**config.mk**
```make
export PLATFORM = sky130hd
export DESIGN_NAME = arp_cache_responder
export DESIGN_NICKNAME = d
export VERILOG_FILES = /design/src/sv/acr_pkg.sv /design/src/sv/acr_ram.sv /design/src/sv/acr_engine.sv /design/src/sv/arp_cache_responder.sv
export SDC_FILE = /design/constraint.sdc
export NUM_CORES = 2
export LEC_CHECK = 0
export BUFFER_PORTS_ARGS = -buffer_cell sky130_fd_sc_hd__buf_4
export CAP_MARGIN = 10
export CORE_AREA = 2 2 459 461
export CTS_CLUSTER_DIAMETER = 50
export DETAILED_ROUTE_END_ITERATION = 8
export DIE_AREA = 0 0 461 463
export GPL_TIMING_DRIVEN = 0
export HOLD_SLACK_MARGIN = 0.1
export PLACE_DENSITY_LB_ADDON = 0.08
export RECOVER_POWER = 100
export SETUP_SLACK_MARGIN = 0.15
export SLEW_MARGIN = 30
export SYNTH_ARGS = -nofsm -noshare
export SYNTH_HDL_FRONTEND = slang
export SYNTH_SLANG_ARGS = --single-unit
```
**constraint.sdc**
```tcl
create_clock -name i_clk -period 31.2 [get_ports i_clk]
set_input_delay 6.24 -clock i_clk [delete_from_list [all_inputs] [get_ports i_clk]]
set_output_delay 6.24 -clock i_clk [all_outputs]
set_load 0.01 [all_outputs]
```
**src/sv/acr_pkg.sv**
```systemverilog
package acr_pkg;

    localparam logic [1:0] OP_TICK   = 2'd0;
    localparam logic [1:0] OP_LOOKUP = 2'd1;
    localparam logic [1:0] OP_PACKET = 2'd2;

    localparam logic [15:0] OPC_REQUEST = 16'd1;
    localparam logic [15:0] OPC_REPLY   = 16'd2;

    localparam logic [1:0] KIND_NONE   = 2'd0;
    localparam logic [1:0] KIND_LOOKUP = 2'd1;
    localparam logic [1:0] KIND_REPLY  = 2'd2;

    localparam logic CFG_OWN_IP   = 1'b0;
    localparam logic CFG_LIFETIME = 1'b1;

    localparam logic [31:0] LIFETIME_RESET = 32'd1000;

    // one cache line as kept in the entry ram
    typedef struct packed {
        logic [31:0] ip;
        logic [47:0] mac;
        logic [31:0] stamp;
    } t_entry;

    // what the scan engine is asked to do
    typedef struct packed {
        logic [31:0] key_ip;
        logic [47:0] mac;
        logic        learn;
    } t_job;

    typedef struct packed {
        logic        hit;
        logic [47:0] mac;
    } t_res;

endpackage

```
**src/sv/acr_ram.sv**
```systemverilog
module acr_ram #(
    parameter int WIDTH = 8,
    parameter int DEPTH = 16
) (
    input  logic                                 i_clk,
    input  logic                                 i_we,
    input  logic [(DEPTH > 1 ? $clog2(DEPTH) : 1)-1:0] i_waddr,
    input  logic [WIDTH-1:0]                     i_wdata,
    input  logic                                 i_re,
    input  logic [(DEPTH > 1 ? $clog2(DEPTH) : 1)-1:0] i_raddr,
    output logic [WIDTH-1:0]                     o_rdata
);

    logic [WIDTH-1:0] r_mem [DEPTH];
    logic [WIDTH-1:0] r_rdata;

    always_ff @(posedge i_clk) begin
        if (i_we) begin
            r_mem[i_waddr] <= i_wdata;
        end
        if (i_re) begin
            r_rdata <= r_mem[i_raddr];
        end
    end

    assign o_rdata = r_rdata;

endmodule

```
**src/sv/acr_engine.sv**
```systemverilog
module acr_engine import acr_pkg::*; #(
    parameter int CACHE_ENTRIES = 16
) (
    input  logic        i_clk,
    input  logic        i_rst_n,
    input  logic        i_start,
    input  t_job        i_job,
    input  logic [31:0] i_time,
    input  logic [31:0] i_lifetime,
    input  logic        i_out_free,
    output logic        o_busy,
    output logic        o_done,
    output t_res        o_res
);

    localparam int IW = (CACHE_ENTRIES > 1) ? $clog2(CACHE_ENTRIES) : 1;
    localparam logic [IW-1:0] LAST_IDX = IW'(CACHE_ENTRIES - 1);

    localparam logic [1:0] ST_IDLE = 2'd0;
    localparam logic [1:0] ST_SCAN = 2'd1;
    localparam logic [1:0] ST_LAST = 2'd2;
    localparam logic [1:0] ST_DONE = 2'd3;

    logic [1:0]         r_state, n_state;
    logic [IW-1:0]      r_idx;
    logic               r_p_vld;
    logic [IW-1:0]      r_p_idx;
    logic [CACHE_ENTRIES-1:0] r_valid;
    logic               r_found;
    logic [47:0]        r_fmac;
    logic               r_free_found;
    logic [IW-1:0]      r_free_idx;
    t_job               r_job;

    t_entry             rd_entry;
    t_entry             wr_entry;
    logic [$bits(t_entry)-1:0] rd_word;
    logic               ram_re;
    logic               ram_we;
    logic               key_ok;
    logic               cur_valid;
    logic               cur_aged;
    logic               cur_match;
    logic [31:0]        age;

    assign ram_re = (r_state == ST_SCAN);
    assign rd_entry = t_entry'(rd_word);
    assign key_ok = (r_job.key_ip[31:24] != 8'd0);

    assign cur_valid = r_valid[r_p_idx];
    assign age = i_time - rd_entry.stamp;
    assign cur_aged = cur_valid && (age > i_lifetime);
    assign cur_match = cur_valid && !cur_aged && key_ok && (rd_entry.ip == r_job.key_ip);

    // learning only happens once the whole table has been aged and searched
    assign ram_we = (r_state == ST_DONE) && i_out_free && r_job.learn && key_ok
                    && !r_found && r_free_found;
    assign wr_entry = '{ip: r_job.key_ip, mac: r_job.mac, stamp: i_time};

    acr_ram #(
        .WIDTH ($bits(t_entry)),
        .DEPTH (CACHE_ENTRIES)
    ) u_ram (
        .i_clk   (i_clk),
        .i_we    (ram_we),
        .i_waddr (r_free_idx),
        .i_wdata (wr_entry),
        .i_re    (ram_re),
        .i_raddr (r_idx),
        .o_rdata (rd_word)
    );

    always_comb begin
        n_state = r_state;
        unique case (r_state)
            ST_IDLE: if (i_start) n_state = ST_SCAN;
            ST_SCAN: if (r_idx == LAST_IDX) n_state = ST_LAST;
            ST_LAST: n_state = ST_DONE;
            ST_DONE: if (i_out_free) n_state = ST_IDLE;
            default: n_state = ST_IDLE;
        endcase
    end

    always_ff @(posedge i_clk) begin
        if (!i_rst_n) begin
            r_state <= ST_IDLE;
            r_p_vld <= 1'b0;
            r_valid <= '0;
        end else begin
            r_state <= n_state;
            r_p_vld <= (r_state == ST_SCAN);
            if (r_p_vld && cur_aged) begin
                r_valid[r_p_idx] <= 1'b0;
            end
            if (ram_we) begin
                r_valid[r_free_idx] <= 1'b1;
            end
        end
    end

    always_ff @(posedge i_clk) begin
        if (r_state == ST_IDLE && i_start) begin
            r_job        <= i_job;
            r_idx        <= '0;
            r_found      <= 1'b0;
            r_fmac       <= '0;
            r_free_found <= 1'b0;
            r_free_idx   <= '0;
        end else begin
            if (r_state == ST_SCAN) begin
                r_idx <= r_idx + IW'(1);
            end
            r_p_idx <= r_idx;
            if (r_p_vld) begin
                if (cur_match && !r_found) begin
                    r_found <= 1'b1;
                    r_fmac  <= rd_entry.mac;
                end
                // an entry aged out in this pass counts as free
                if ((!cur_valid || cur_aged) && !r_free_found) begin
                    r_free_found <= 1'b1;
                    r_free_idx   <= r_p_idx;
                end
            end
        end
    end

    assign o_busy = (r_state != ST_IDLE);
    assign o_done = (r_state == ST_DONE) && i_out_free;
    assign o_res  = '{hit: r_found, mac: r_fmac};

    a_start_idle: assert property (@(posedge i_clk) disable iff (!i_rst_n)
        i_start |-> (r_state == ST_IDLE))
        else $error("scan started while engine busy");

    a_done_idle: assert property (@(posedge i_clk) disable iff (!i_rst_n)
        o_done |=> (r_state == ST_IDLE))
        else $error("engine did not return to idle after done");

    a_write_free: assert property (@(posedge i_clk) disable iff (!i_rst_n)
        ram_we |-> !r_valid[r_free_idx])
        else $error("learn overwrote a live entry");

    a_write_scan: assert property (@(posedge i_clk) disable iff (!i_rst_n)
        ram_we |-> !ram_re)
        else $error("entry write overlaps table read");

endmodule

```
**src/sv/arp_cache_responder.sv**
```systemverilog
// channel   direction  handshake                  payload
// request   in         i_in_valid / o_in_stall    i_operation .. i_frame_src_mac
// result    out        o_out_valid / i_out_stall  o_kind .. o_reply_target_ip
// config    in         i_cfg_we                   i_cfg_idx, i_cfg_data
//
// lookups and arp replies scan the whole entry table: the
// scan reads one entry per cycle from the entry ram, ages and searches it in the
// cycle after, then the done state, once the output register is free, learns the sender and loads the result.
// ticks, arp requests and ignored packets bypass the scan.
// synchronous active-low reset clears the valid bits at once; no clearing pass.
// a request is taken while a result waits in the output register; the result of
// that request waits until the output register is free.
module arp_cache_responder import acr_pkg::*; #(
    parameter int CACHE_ENTRIES = 16
) (
    input  logic        i_clk,
    input  logic        i_rst_n,
    input  logic        i_cfg_we,
    input  logic        i_cfg_idx,
    input  logic [31:0] i_cfg_data,
    input  logic        i_in_valid,
    output logic        o_in_stall,
    input  logic [1:0]  i_operation,
    input  logic [31:0] i_query_ip,
    input  logic [15:0] i_packet_opcode,
    input  logic [31:0] i_sender_ip,
    input  logic [47:0] i_sender_mac,
    input  logic [31:0] i_target_ip,
    input  logic [47:0] i_frame_src_mac,
    output logic        o_out_valid,
    input  logic        i_out_stall,
    output logic [1:0]  o_kind,
    output logic        o_hit,
    output logic [47:0] o_found_mac,
    output logic [47:0] o_reply_frame_dest_mac,
    output logic [47:0] o_reply_target_mac,
    output logic [31:0] o_reply_target_ip
);

    logic [31:0] r_own_ip;
    logic [31:0] r_lifetime;
    logic [31:0] r_time;

    logic        r_pend;
    logic [1:0]  r_p_kind;
    logic [47:0] r_p_fdst;
    logic [47:0] r_p_tmac;
    logic [31:0] r_p_tip;
    logic        r_learn;

    logic        r_out_valid;
    logic [1:0]  r_kind;
    logic        r_hit;
    logic [47:0] r_found_mac;
    logic [47:0] r_fdst;
    logic [47:0] r_tmac;
    logic [31:0] r_tip;

    logic        in_acc;
    logic        out_free;
    logic        pkt_ok;
    logic        start;
    t_job        job;
    logic        pend_set;
    logic [1:0]  n_p_kind;
    logic        eng_busy;
    logic        eng_done;
    t_res        eng_res;

    assign in_acc   = i_in_valid && !o_in_stall;
    assign out_free = !r_out_valid || !i_out_stall;
    assign pkt_ok   = (r_own_ip != 32'd0) && (i_target_ip == r_own_ip);

    always_comb begin
        start    = 1'b0;
        job      = '{key_ip: i_query_ip, mac: i_sender_mac, learn: 1'b0};
        pend_set = 1'b0;
        n_p_kind = KIND_NONE;
        if (in_acc) begin
            unique case (i_operation)
                OP_LOOKUP: start = 1'b1;
                OP_PACKET: begin
                    if (pkt_ok && i_packet_opcode == OPC_REPLY) begin
                        start      = 1'b1;
                        job.key_ip = i_sender_ip;
                        job.learn  = 1'b1;
                    end else begin
                        pend_set = 1'b1;
                        if (pkt_ok && i_packet_opcode == OPC_REQUEST) begin
                            n_p_kind = KIND_REPLY;
                        end
                    end
                end
                default: pend_set = 1'b1;
            endcase
        end
    end

    acr_engine #(
        .CACHE_ENTRIES (CACHE_ENTRIES)
    ) u_engine (
        .i_clk      (i_clk),
        .i_rst_n    (i_rst_n),
        .i_start    (start),
        .i_job      (job),
        .i_time     (r_time),
        .i_lifetime (r_lifetime),
        .i_out_free (out_free),
        .o_busy     (eng_busy),
        .o_done     (eng_done),
        .o_res      (eng_res)
    );

    assign o_in_stall = eng_busy || r_pend;

    always_ff @(posedge i_clk) begin
        if (!i_rst_n) begin
            r_own_ip    <= '0;
            r_lifetime  <= LIFETIME_RESET;
            r_time      <= '0;
            r_pend      <= 1'b0;
            r_out_valid <= 1'b0;
        end else begin
            if (i_cfg_we) begin
                unique case (i_cfg_idx)
                    CFG_OWN_IP:   r_own_ip   <= i_cfg_data;
                    CFG_LIFETIME: r_lifetime <= i_cfg_data;
                    default:      r_own_ip   <= r_own_ip;
                endcase
            end
            if (in_acc && i_operation == OP_TICK) begin
                r_time <= r_time + 32'd1;
            end
            if (pend_set) begin
                r_pend <= 1'b1;
            end else if (r_pend && out_free) begin
                r_pend <= 1'b0;
            end
            if (eng_done || (r_pend && out_free)) begin
                r_out_valid <= 1'b1;
            end else if (!i_out_stall) begin
                r_out_valid <= 1'b0;
            end
        end
    end

    always_ff @(posedge i_clk) begin
        if (start) begin
            r_learn <= job.learn;
        end
        if (pend_set) begin
            r_p_kind <= n_p_kind;
            r_p_fdst <= i_frame_src_mac;
            r_p_tmac <= i_sender_mac;
            r_p_tip  <= i_sender_ip;
        end
        if (eng_done) begin
            // a learning reply reports nothing
            r_kind      <= r_learn ? KIND_NONE : KIND_LOOKUP;
            r_hit       <= eng_res.hit && !r_learn;
            r_found_mac <= r_learn ? 48'd0 : eng_res.mac;
            r_fdst      <= '0;
            r_tmac      <= '0;
            r_tip       <= '0;
        end else if (r_pend && out_free) begin
            r_kind      <= r_p_kind;
            r_hit       <= 1'b0;
            r_found_mac <= '0;
            // reply fields stay zero unless a reply is sent
            r_fdst      <= (r_p_kind == KIND_REPLY) ? r_p_fdst : 48'd0;
            r_tmac      <= (r_p_kind == KIND_REPLY) ? r_p_tmac : 48'd0;
            r_tip       <= (r_p_kind == KIND_REPLY) ? r_p_tip  : 32'd0;
        end
    end

    assign o_out_valid            = r_out_valid;
    assign o_kind                 = r_kind;
    assign o_hit                  = r_hit;
    assign o_found_mac            = r_found_mac;
    assign o_reply_frame_dest_mac = r_fdst;
    assign o_reply_target_mac     = r_tmac;
    assign o_reply_target_ip      = r_tip;

endmodule
```
## Word-level counts from Yosys, hierarchy flattened

Memory sizes are Yosys's and may differ from the RTL's. A register that Yosys moved wholly into a read port is not among the register bits.
Cells that the tools add are included.

| operators by class | value |
|---|---|
| add/subtract/negate cells | 3 |
| $lt $le $gt $ge | 5 |
| equality and inequality tests | 15 |
| muxes and demuxes | 41 |
| bitwise operators | 6 |
| reductions and logical operators | 47 |

Operators with widths:

| operator | number |
|---|---|
| two-way mux 48 bit | 5 |
| two-way mux 32 bit | 4 |
| equality test 32 bit | 2 |
| two-way mux 16 bit | 3 |
| adder 32 x 1 -> 32 bit (second input constant) | 1 |
| > comparator 32 bit | 1 |
| nonzero test 32 bit | 1 |
| subtractor 32 bit | 1 |
| logical AND 1 bit | 22 |
| two-way mux 1 bit | 17 |
| AND 16 bit | 1 |
| equality test 16 x 1 -> 1 bit (second input constant) | 1 |
| equality test 16 x 2 -> 1 bit (second input constant) | 1 |
| NOT 16 bit | 1 |
| OR 16 bit | 1 |
| two-way mux 2 bit | 6 |
| < comparator 4 x 5 -> 1 bit (second input constant) | 2 |
| demux 1 bit (select 4 bit) | 2 |
| equality test 2 bit (second input constant) | 4 |
| >= comparator 4 x 1 -> 1 bit (second input constant) | 2 |
| zero test 1 bit | 8 |
| case mux 2 bit (4 select lines) | 1 |
| AND reduction 2 bit | 4 |
| nonzero test 8 bit | 1 |
| 13 further kinds | 25 |

| word-level totals | value |
|---|---|
| register bits | 570 |
| RAM bits | 1792 |
| word-level logic and storage cells | 146 |
| memories | 1 |

Memories:

| name | depth | bits a word | rd ports | clocked after Yosys merged registers in | wr ports | line | text |
|---|---|---|---|---|---|---|---|
| u_engine.u_ram.r_mem | 16 | 112 | 1 | 1 | 1 | acr_ram.sv:14 | `logic [WIDTH-1:0] r_mem [DEPTH];` |

## Logic depth before layout (Yosys ltp)

| logic depth | value |
|---|---|
| word-level depth | 10 |
| gate-level depth with buffers | 23 |
| gate-level depth less buffers | 21 |

## Modules after synthesis

From an unflattened synthesis, not the netlist that was laid out.

| second synthesis, totals | value |
|---|---|
| cell total of the unflattened synthesis | 4770 |
| area total of the unflattened synthesis | 93246.9 um^2 |

Modules (own cells, without submodules):

| module | instances | cells an instance | area each (um^2) | sequential area each (um^2) |
|---|---|---|---|---|
| acr_ram | 1 | 2864 | 70291.2 | 57174.8 |
| arp_cache_responder | 1 | 1113 | 14471.4 | 9959.6 |
| acr_engine | 1 | 793 | 8484.4 | 4093.9 |

## Worst setup path after synthesis

No wires, ideal clock.

| path | value |
|---|---|
| path type | input-to-reg |
| start | in i_operation[0] |
| end | reg r_p_fdst[0] (enable) |
| arrival time | 15638 ps |
| path slack | 14784 ps |
| stages on the path | 8 |
| buffers on the path | 0 |
| path through | inv_1 ha_1 nor4b_1 nand4_1 nor2_1 o21ai_1 nor4_1 nor3_1 |

| between the ends | value |
|---|---|
| longest elaborated chain between the ends | 3 |
| elaborated cells on any way between the ends | 4 |
| classes of those cells | 2 x eq/ne; 2 x mux |

Ends and longest elaborated chain:

| item | line | text |
|---|---|---|
| from (decl) | arp_cache_responder.sv:23 | `input logic [1:0] i_operation,` |
| equality test 2 bit / equality test 2 x 1 -> 1 bit (equally long branches) | arp_cache_responder.sv:80 | `unique case (i_operation)` |
| case mux 1 bit (2 select lines) (*) | arp_cache_responder.sv:80 |  |
| two-way mux 1 bit (*) | arp_cache_responder.sv:79 | `if (in_acc) begin` |
| named net pend_set | arp_cache_responder.sv:64 | `logic pend_set;` |
| to (signal assigned) | arp_cache_responder.sv:153 | `r_p_fdst <= i_frame_src_mac;` |
| to (decl) | arp_cache_responder.sv:46 | `logic [47:0] r_p_fdst;` |

Mark *: on every way through the listed nets, which the timed path passes. The rest lies on a longest branch.
A chain may end at the register's enable or synchronous reset.

## Worst setup path after layout

| path | value |
|---|---|
| start | in i_operation[0] |
| end | reg r_p_tmac[8] (enable) |

| between the ends | value |
|---|---|
| longest elaborated chain between the ends | 3 |
| elaborated cells on any way between the ends | 4 |
| classes of those cells | 2 x eq/ne; 2 x mux |

Ends and longest elaborated chain:

| item | line | text |
|---|---|---|
| equality test 2 bit / equality test 2 x 1 -> 1 bit (equally long branches) | arp_cache_responder.sv:80 |  |
| case mux 1 bit (2 select lines) (*) | arp_cache_responder.sv:80 |  |
| two-way mux 1 bit (*) | arp_cache_responder.sv:79 |  |
| named net pend_set | arp_cache_responder.sv:64 |  |
| to (signal assigned) | arp_cache_responder.sv:154 | `r_p_tmac <= i_sender_mac;` |
| to (decl) | arp_cache_responder.sv:47 | `logic [47:0] r_p_tmac;` |

Marked as above.

==> results.json <==
{
  "hold_class": "reg -> reg",
  "ant_nets": 0,
  "fmax_mhz": 68.28,
  "grt_pass1_wl_um": 356900,
  "cpPeakStageDelay_ns": 0.99,
  "vias_per_cell": 5.601,
  "hold_buffers": 0,
  "overflow": 0,
  "fin_crit_ns": 14.65,
  "power_density_mw_per_mm2": 80.43,
  "grt_setup_unrepaired": "no",
  "tns_ns": 0,
  "synth_edf_count": 2170,
  "port_buffers": 427,
  "clock_latency_ns": 0.94,
  "first_pass_iters": 5,
  "ys_ff_latch": 2473,
  "yosys.area.top_type": "edfxtp_1",
  "die_x_um": 461,
  "post-route-period-util_pct": 46.94,
  "num_vias": 47540,
  "cts_buffers": 291,
  "critPathTopFamily": "buffers and inverters",
  "end_kind": "register",
  "antenna_found_initial": 13,
  "cp_max_fo": 10,
  "setup_violations": 0,
  "area_delta_synth_final_pct": 17.45,
  "clock-root-buffer": "clkbuf_16",
  "hold_path_depth": 1,
  "cp-startpoint": "i_operation[0]",
  "start_util_pct": 44.71,
  "grt_max_degree": 39,
  "cp.arrival_ns": 15.21,
  "synth_area_mm2": 0.09323,
  "cts_tree": "built",
  "r2r_end": "r_p_tmac[8]",
  "violations": "max-capacitance violations, max-slew violations",
  "path_clk_slew_ns": 0.06,
  "whs_ns": 0.4319,
  "synth_ff_type": "edfxtp_1",
  "clockBufferDepth": 4,
  "die-area_mm2": 0.2134,
  "drc_errors": 0,
  "synth.top_cell.area_share_pct": 69.89,
  "grt_pass1_vias": 49340,
  "cts-resized-gates": 0,
  "cts_num_sinks": 2473,
  "placementRows": 168,
  "yosysUniqueCellTypes": 69,
  "hold_viol_final": 0,
  "hpwl_um": 167900,
  "synth_common_cells": "edfxtp_1, mux4_2, dfxtp_1, nand2_1, clkbuf_1",
  "irDropWorstVdd_uv": 61.19,
  "ys_seq_area_share_pct": 76.40,
  "finalMaxSlewViolations": 197,
  "leakagePower_nw": 36.90,
  "cap_viol_max_count": 8,
  "holdPathEnd": "o_reply_target_mac[14]",
  "max_slew.worst_pin.slew_ns": 2.858,
  "routedWlPerCell_um": 29.28,
  "drt_iter0_markers": 4784,
  "path_class": "in -> reg",
  "critPathLaunchType": "input pin",
  "netlist_top_cells_area": "edfxtp_1, mux4_2, dfxtp_1",
  "critPathMostFrequentCell": "clkbuf_1",
  "gp_congestion": 0.7707,
  "path_buf_inv": 17,
  "yosys_warnings": 0,
  "syn_avg_cell_area_um2": 20.79,
  "reg2reg_from": "r_own_ip[29]",
  "yosysMostFrequentCell": "edfxtp_1",
  "drive_gt1_share_pct": 22.48,
  "reg2reg_depth": 19,
  "post-cts-setup-buffers": 0,
  "routed_wl_um": 248500,
  "r2r_slack_ns": 21.76,
  "async_reset_ff_share_pct": 0,
  "outcome": "finished, violations left",
  "skew_ns": 0.04790,
  "critPathSlowestCell": "nor3_1",
  "worstPathRequired_ns": 31.76,
  "synth_nets": 4806,
  "cp_cell_sequence": "clkbuf_1, inv_1, ha_1, nor4b_1, clkbuf_1, nand4_1, nor2_1, o21ai_0, nor4_1, nor3_1, clkbuf_1, clkbuf_1, clkbuf_1, clkbuf_1, clkbuf_1, clkbuf_1, clkbuf_1, clkbuf_1, clkbuf_1, clkbuf_1, clkbuf_1, clkbuf_1, clkbuf_1, clkbuf_1",
  "grt_usage_pct": 23.39,
  "finalNetCount": 5788,
  "die_y_um": 463,
  "htree_levels": 5,
  "max_slew_margin_pct": -90.56,
  "hold_start": "r_p_tmac[14]",
  "core_area_mm2": 0.2085,
  "syn_inst": 4485,
  "ios": 429
}
## sequential cells by signal, indices dropped and copies added, names as in the netlist, 2 cells and up
name                    flops
o_found_mac                48
o_kind                      2
o_reply_frame_dest_mac     48
o_reply_target_ip          32
o_reply_target_mac         48
r_lifetime                 32
r_own_ip                   32
r_p_fdst                   48
r_p_tip                    32
r_p_tmac                   48
r_time                     32
u_engine.r_fmac            48
u_engine.r_free_idx         4
u_engine.r_idx              4
u_engine.r_job             81
u_engine.r_p_idx            4
u_engine.r_state            2
u_engine.r_valid           16
u_engine.u_ram.o_rdata    112
u_engine.u_ram.r_mem     1792
## worst reg2reg max path: stages (launching register included)
cell and delay, ns:
dfxtp_1 0.38, nor4_1 0.27, nand4_1 0.20, o21ai_0 0.63, nor4_1 0.35, nor3_1 0.99, clkbuf_1 0.46, clkbuf_1 0.49
clkbuf_1 0.55, clkbuf_1 0.41, clkbuf_1 0.45, clkbuf_1 0.32, clkbuf_1 0.43, clkbuf_1 0.43, clkbuf_1 0.46, clkbuf_1 0.42
clkbuf_1 0.52, clkbuf_1 0.45, clkbuf_1 0.43, clkbuf_1 0.45
## cell families (layout without fill, tap and decap cells)
group,count (synthesis),count (layout),synth area share [%]
buffers and inverters,295,1490,1.213
other,0,2,0
XOR/XNOR,117,117,1.099
flip-flops,2473,2473,76.40
multiplexers,654,654,14.65
adder cells (fa/ha/maj),73,73,0.9878
AND/OR/NAND/NOR,515,515,2.696
AO/OA/AOI/OAI,358,358,2.955
## where the power goes
part	switching, mW	total, mW	internal (mW)
logic	0.911	1.65	0.735
registers	0.0990	3.89	3.79
clock network	1.32	3.27	1.96
total	2.33	8.81	6.48
## layer usage
metal / track usage [%] / vias to the layer above / share of wire [%]
met5: 0 / - / 0
met3: 4.581 / 339 / 7.0
met1: 32.35 / 25090 / 42
met2: 37.76 / 1784 / 48
li1: - / 20330 / -
met4: 6.875 / 0 / 2.8
## worst max-delay path by stage
stage | to | cells after the start
after floorplan | r_p_fdst[0] | 8
after global placement | u_engine.r_valid[2] | 8
after detailed placement | r_p_tmac[2] | 24
after CTS | r_p_tmac[8] | 24
after global routing | r_p_tmac[7] | 24
final | r_p_tmac[8] | 24
## metrics by stage
step / utilization [%] / setup slack [ns] / power (mW) / cell area, um^2 / instances
final: 52.51 / 16.55 / 8.807 / 109500 / 8487
after global routing: 52.51 / 15.70 / 9.127 / 109500 / 8486
after CTS: 54.70 / 20.31 / 9.001 / 114100 / 8485
after detailed placement: 50.31 / 19.31 / 5.726 / 104900 / 7979
after global placement: 47.93 / 2.395 / 5.691 / 99940 / 7717
after floorplan: - / 14.78 / 4.994 / 93230 / 4485
## cell usage in the layout (no fill, tap or decap), types with 32 or more instances in the layout
cell type and instances:
a21boi_0 64, a21oi_1 34, a22o_1 128, and2_0 66, buf_2 45, buf_4 116
clkbuf_1 673, clkbuf_16 299, clkbuf_4 87, clkinv_1 32, dfxtp_1 303, edfxtp_1 2170
ha_1 72, inv_1 84, mux2i_1 57, mux4_2 565, nand2_1 171, nor2_1 107
nor4_1 32, o21ai_0 38, xnor2_1 51, xor2_1 66
## layout make-up
class                           count  area [um^2]
Fill cell                       16890        99020
Sequential cell                  2473        71230
Multi-Input combinational cell   1717        20880
Clock buffer                      384         8001
Tap cell                         2805         3510
Timing Repair Buffer              689         3498
Clock inverter                    122         1166
Buffer                            210        894.6
Inverter                           85        320.3
Antenna cell                        2        5.005
Power figures use the tool's default switching activity.
